--- src/hw/rtl/gtrm_pkg.sv ---
// Shared types, constants and codes of the grid ray traversal marker.
package gtrm_pkg;

   localparam int MAP_CELLS_DEFAULT = 65536;
   localparam int MAX_MARKS_DEFAULT = 64;

   localparam logic [7:0]  OCCUPIED_VALUE = 8'd100;
   localparam logic [7:0]  SPECIAL_VALUE  = 8'd125;
   localparam logic [23:0] DELTA_MAX      = 24'hFFFFFF;

   localparam logic [8:0] COLUMNS_RESET = 9'd256;
   localparam logic [8:0] ROWS_RESET    = 9'd256;
   localparam logic [7:0] RANGE_RESET   = 8'd140;

   typedef enum logic [1:0] {
      CSR_COLUMNS = 2'd0,
      CSR_ROWS    = 2'd1,
      CSR_RANGE   = 2'd2
   } csr_index_type;

   typedef enum logic {
      OP_WRITE = 1'b0,
      OP_CAST  = 1'b1
   } opcode_type;

   typedef enum logic [1:0] {
      MARK_NONE    = 2'd0,
      MARK_VISITED = 2'd1,
      MARK_SPECIAL = 2'd2
   } mark_code_type;

   typedef enum logic [2:0] {
      STOP_RANGE    = 3'd0,
      STOP_OCCUPIED = 3'd1,
      STOP_LEFT     = 3'd2,
      STOP_CAP      = 3'd3,
      STOP_WRITE    = 3'd4
   } stop_reason_type;

   typedef enum logic [2:0] {
      ST_IDLE,
      ST_DIVC_GO,
      ST_DIVC_WAIT,
      ST_DIVR_GO,
      ST_DIVR_WAIT,
      ST_STEP,
      ST_EVAL,
      ST_FINISH
   } state_type;

   typedef struct packed {
      logic               opcode;
      logic [15:0]        cell_address;
      logic signed [7:0]  cell_value;
      logic [7:0]         origin_col;
      logic [7:0]         origin_row;
      logic signed [15:0] dir_col;
      logic signed [15:0] dir_row;
   } req_type;

   typedef struct packed {
      logic [15:0] marked_address;
      logic [1:0]  mark_code;
      logic [2:0]  stop_reason;
      logic        last;
   } rsp_type;

endpackage

--- src/hw/rtl/gtrm_recip.sv ---
// Bit-serial restoring divider giving the saturated Q8.16 step 2^30/mag.
module gtrm_recip (
   input  logic        clock,
   input  logic        reset,
   input  logic        start,
   input  logic [15:0] mag,
   output logic        done,
   output logic [23:0] delta
);
   import gtrm_pkg::*;

   logic        active_ff, active_in;
   logic        done_ff, done_in;
   logic [4:0]  cnt_ff, cnt_in;
   logic [15:0] rem_ff, rem_in;
   logic [30:0] quo_ff, quo_in;
   logic [15:0] mag_ff, mag_in;
   logic [16:0] rem_sh;
   logic        fits;

   always_comb begin
      // the dividend is a single one at bit 30
      rem_sh = {rem_ff, (cnt_ff == 5'd30)};
      fits   = rem_sh >= {1'b0, mag_ff};
      active_in = active_ff;
      done_in   = 1'b0;
      cnt_in    = cnt_ff;
      rem_in    = rem_ff;
      quo_in    = quo_ff;
      mag_in    = mag_ff;
      if (start) begin
         active_in = 1'b1;
         cnt_in    = 5'd30;
         rem_in    = '0;
         quo_in    = '0;
         mag_in    = mag;
      end else if (active_ff) begin
         rem_in = fits ? 16'(rem_sh - {1'b0, mag_ff}) : rem_sh[15:0];
         quo_in = {quo_ff[29:0], fits};
         if (cnt_ff == 5'd0) begin
            active_in = 1'b0;
            done_in   = 1'b1;
         end else begin
            cnt_in = cnt_ff - 5'd1;
         end
      end
   end

   always_ff @(posedge clock) begin
      if (reset) begin
         active_ff <= 1'b0;
         done_ff   <= 1'b0;
      end else begin
         active_ff <= active_in;
         done_ff   <= done_in;
      end
      cnt_ff <= cnt_in;
      rem_ff <= rem_in;
      quo_ff <= quo_in;
      mag_ff <= mag_in;
   end

   assign done  = done_ff;
   // a zero divisor yields all ones and saturates as well
   assign delta = (quo_ff[30:24] != 7'd0) ? DELTA_MAX : quo_ff[23:0];

endmodule

--- config.mk ---
export PLATFORM = sky130hd
export DESIGN_NAME = gtrm_recip
export DESIGN_NICKNAME = d
export VERILOG_FILES = /design/src/hw/rtl/gtrm_pkg.sv /design/src/hw/rtl/gtrm_recip.sv
export SDC_FILE = /design/constraint.sdc
export NUM_CORES = 1
export LEC_CHECK = 0
export BUFFER_PORTS_ARGS = -buffer_cell sky130_fd_sc_hd__buf_2
export CAP_MARGIN = 0
export CORE_ASPECT_RATIO = 0.7
export CORE_MARGIN = 2
export CORE_UTILIZATION = 45
export CTS_BUF_LIST = sky130_fd_sc_hd__clkbuf_8
export DETAILED_ROUTE_END_ITERATION = 16
export PLACE_DENSITY = 0.71
export SYNTH_ARGS = -nofsm -noshare
export SYNTH_HDL_FRONTEND = slang
export SYNTH_SLANG_ARGS = --single-unit
export TNS_END_PERCENT = 50
--- constraint.sdc ---
create_clock -name clock -period 4.3 [get_ports clock]
set_input_delay 0 -clock clock [delete_from_list [all_inputs] [get_ports clock]]
set_output_delay 0 -clock clock [all_outputs]
set_load 0.02 [all_outputs]
==> results.sh <==
export IMPL_finalWirelength_um=8200
export IMPL_cts_buffers=9
export IMPL_boundaryPins=44
export IMPL_ctsResizeCount=0
export IMPL_finalPower_mw=1.64
export IMPL_grt_remaining_overflow=0
export IMPL_rsz0062_at_grt="no"
export IMPL_vias=3106
export IMPL_stdcell_count=572
export IMPL_synth_cell_types=64
export IMPL_cap_viol_max_count=0
export IMPL_fp_dieArea_sq_um=9250
export IMPL_cts_buffer_depth=2
export IMPL_cts_clk_slew_worst_paths_ns=0.07
export IMPL_via_per_inst=5.43
export IMPL_dp_slack_ns=1.59
export IMPL_synth_edf_count=16
export IMPL_chipWidth_um=114
export IMPL_drcViolationCount=0
export IMPL_setup_viol=0
export IMPL_root_buffer="clkbuf_8"
export IMPL_drt_iter0_drc=172
export IMPL_finalCriticalPeriod_ns=2.76
export IMPL_start_kind="register"
export IMPL_async_flop_share_pct=0
export IMPL_core_area_sq_um=8340
export IMPL_crit_arrival_ns=3.00
export IMPL_clock_latency_ns=0.35
export IMPL_drv_slew=0
export IMPL_synth_seq_cells=70
export IMPL_drive_above_1_share_pct=21.4
export IMPL_grt_antenna_before_repair=0
export IMPL_areaGrowthSynthToFinish_pct=17.0
export IMPL_first_pass_iters=4
export IMPL_status="finished clean"
export IMPL_vdd_drop_max_mv=0.172
export IMPL_fin_setup_tns_ns=0
export IMPL_fmax_mhz=362
export IMPL_num_rows=28
export IMPL_critPathKind="reg2reg"
export IMPL_period_share_pct=64.2
export IMPL_critPathMaxFanout=16
export IMPL_cp_required_ns=4.54
export IMPL_grt_max_degree=62
export IMPL_timing_final_ws_setup_ns=1.54
export IMPL_die_y_um=81.1
export IMPL_syn_area_per_cell_sq_um=9.31
export IMPL_synth_fp_nets=448
export IMPL_hold_path_class="in2reg"
export IMPL_cts_sinks=70
export IMPL_antenna_left=0
export IMPL_grt_pass1_wl_um=13700
export IMPL_worst_setup_path_end_kind="register"
export IMPL_n_antenna_cell=0
export IMPL_synth_flop_cell="dfxtp_1"
export IMPL_syn_inst=410
export IMPL_wl_per_cell_um=14.3
export IMPL_hold_viol_final=0
export IMPL_first_global_vias=2817
export IMPL_hpwlAfterDp_um=5610
export IMPL_yosysSeqAreaShare_pct=40.9
export IMPL_p_leak_nw=2.02
export IMPL_ys_warn_count=0
export IMPL_nets=500
export IMPL_start_util_pct=45.8
export IMPL_portBuffers=43
export IMPL_max_slew_margin_rel_pct=45.1
export IMPL_powerDensity_nw_per_um2=367
export IMPL_synth_area_sq_um=3820
export IMPL_max_slew_worst_pin_slew_ns=0.822
export IMPL_cts_tree="done"
export IMPL_finalWeightedCongestion=0.926
export IMPL_h_tree_depth=3
export IMPL_gr_usage_all_layers_pct=18.8
export IMPL_skew_ns=0.00736
export IMPL_dp_cells=539
## cells by family after synthesis
kind of cell | share of synthesized area [%]
DFF | 40.9
and+or+nand+nor | 19.8
buffers and inverters | 4.75
muxes | 7.86
AOI/OAI and AO/OA | 17.3
adders and majority gates | 6.42
xor gates and xnor gates | 2.98
## Yosys cell counts (all sizes together) (3+ instances only)
| cell | instances | area share [%] |
|---|---|---|
| xnor2 | 8 | 1.8 |
| dfxtp | 54 | 28 |
| nor2 | 50 | 5.0 |
| nand2b | 3 | 0.49 |
| mux2i | 30 | 7.9 |
| nor3 | 7 | 0.92 |
| ha | 18 | 5.9 |
| inv | 23 | 2.3 |
| o21ai | 15 | 2.1 |
| nor2b | 3 | 0.49 |
| edfxtp | 16 | 13 |
| nor4 | 3 | 0.49 |
| a31oi | 5 | 0.82 |
| or3 | 5 | 0.82 |
| buf | 9 | 1.3 |
| and3 | 8 | 1.3 |
| a311oi | 9 | 2.6 |
| clkbuf | 12 | 1.2 |
| nand4 | 4 | 0.66 |
| xor2 | 5 | 1.1 |
| o31ai | 5 | 0.98 |
| a21o | 5 | 0.98 |
| a211oi | 6 | 1.4 |
| nand2 | 17 | 1.7 |
| o211ai | 5 | 0.98 |
| nand3 | 15 | 2.0 |
| or2 | 26 | 4.3 |
| a21oi | 16 | 2.4 |
## registers in the layout (all words and copies together), names as in the netlist
signal,cells
quo_ff,31
active_ff,1
mag_ff,16
rem_ff,16
done,1
cnt_ff,5
## power by group
| part | total [mW] | internal (mW) | switching, mW |
|---|---|---|---|
| clock | 0.579 | 0.324 | 0.256 |
| combinational | 0.338 | 0.143 | 0.196 |
| sequential | 0.725 | 0.703 | 0.0219 |
## what timing repair did
action                                 CTS  global route
buffers inserted                         0             0
endpoints found under the hold margin   18             0
hold buffers                            17             0
## area by class of cell
type / count / area [sq um]
well taps: 105 / 131
clock inverters: 7 / 88.8
multi-input cells: 296 / 2080
clock buffers: 9 / 124
fillers: 758 / 3870
repair buffers: 62 / 400
inverters: 23 / 86.3
flip-flops and latches: 70 / 1560
## critical path, cell delays in order (launching register included)
cell,delay [ns]
edfxtp_1,0.38
inv_1,0.08
ha_1,0.28
a21o_1,0.25
a211oi_2,0.35
a21oi_4,0.12
o21bai_2,0.68
a2111oi_4,0.15
a311o_1,0.35
## worst paths after layout
kind / start / endpoint / slack (ns) / cells past startpoint
worst max-delay path: mag_ff[4] / rem_ff[1] / 1.54 / 8
worst min-delay path: start / quo_ff[26] / 0.26 / 3
worst max register to register: mag_ff[4] / rem_ff[1] / 1.54 / 8
worst min register to register: cnt_ff[4] / cnt_ff[4] / 0.47 / 2
## metrics by stage
step	hold slack, ns	instance area, sq um	utilization (%)
floorplan	0.0691	3820	-
global placement	0.168	4090	49.0
detailed placement	0.178	4090	49.0
CTS	0.283	4470	53.6
global route	0.324	4470	53.6
finish	0.258	4470	53.6
## routing by layer
layer / track usage [%] / vias up / wire (um)
met4: 6.10 / 0 / 107
met5: 0 / - / 0
li1: - / 1584 / -
met2: 27.1 / 70 / 3420
met3: 4.40 / 12 / 431
met1: 27.6 / 1440 / 4230
## cell usage in the layout, fill, tap and decap left out, types with 7 or more instances in the layout
| master | n |
|---|---|
| or2_2 | 25 |
| buf_2 | 43 |
| xnor2_1 | 8 |
| o21ai_1 | 9 |
| clkbuf_8 | 9 |
| nand3_1 | 15 |
| nor2_1 | 49 |
| a21oi_1 | 15 |
| nor3_1 | 7 |
| dfxtp_1 | 53 |
| dlygate4sd3_1 | 17 |
| and3_1 | 8 |
| edfxtp_1 | 16 |
| ha_1 | 18 |
| inv_1 | 24 |
| nand2_1 | 17 |
| mux2i_1 | 30 |
Note: power is estimated with default switching activity, not from simulation.
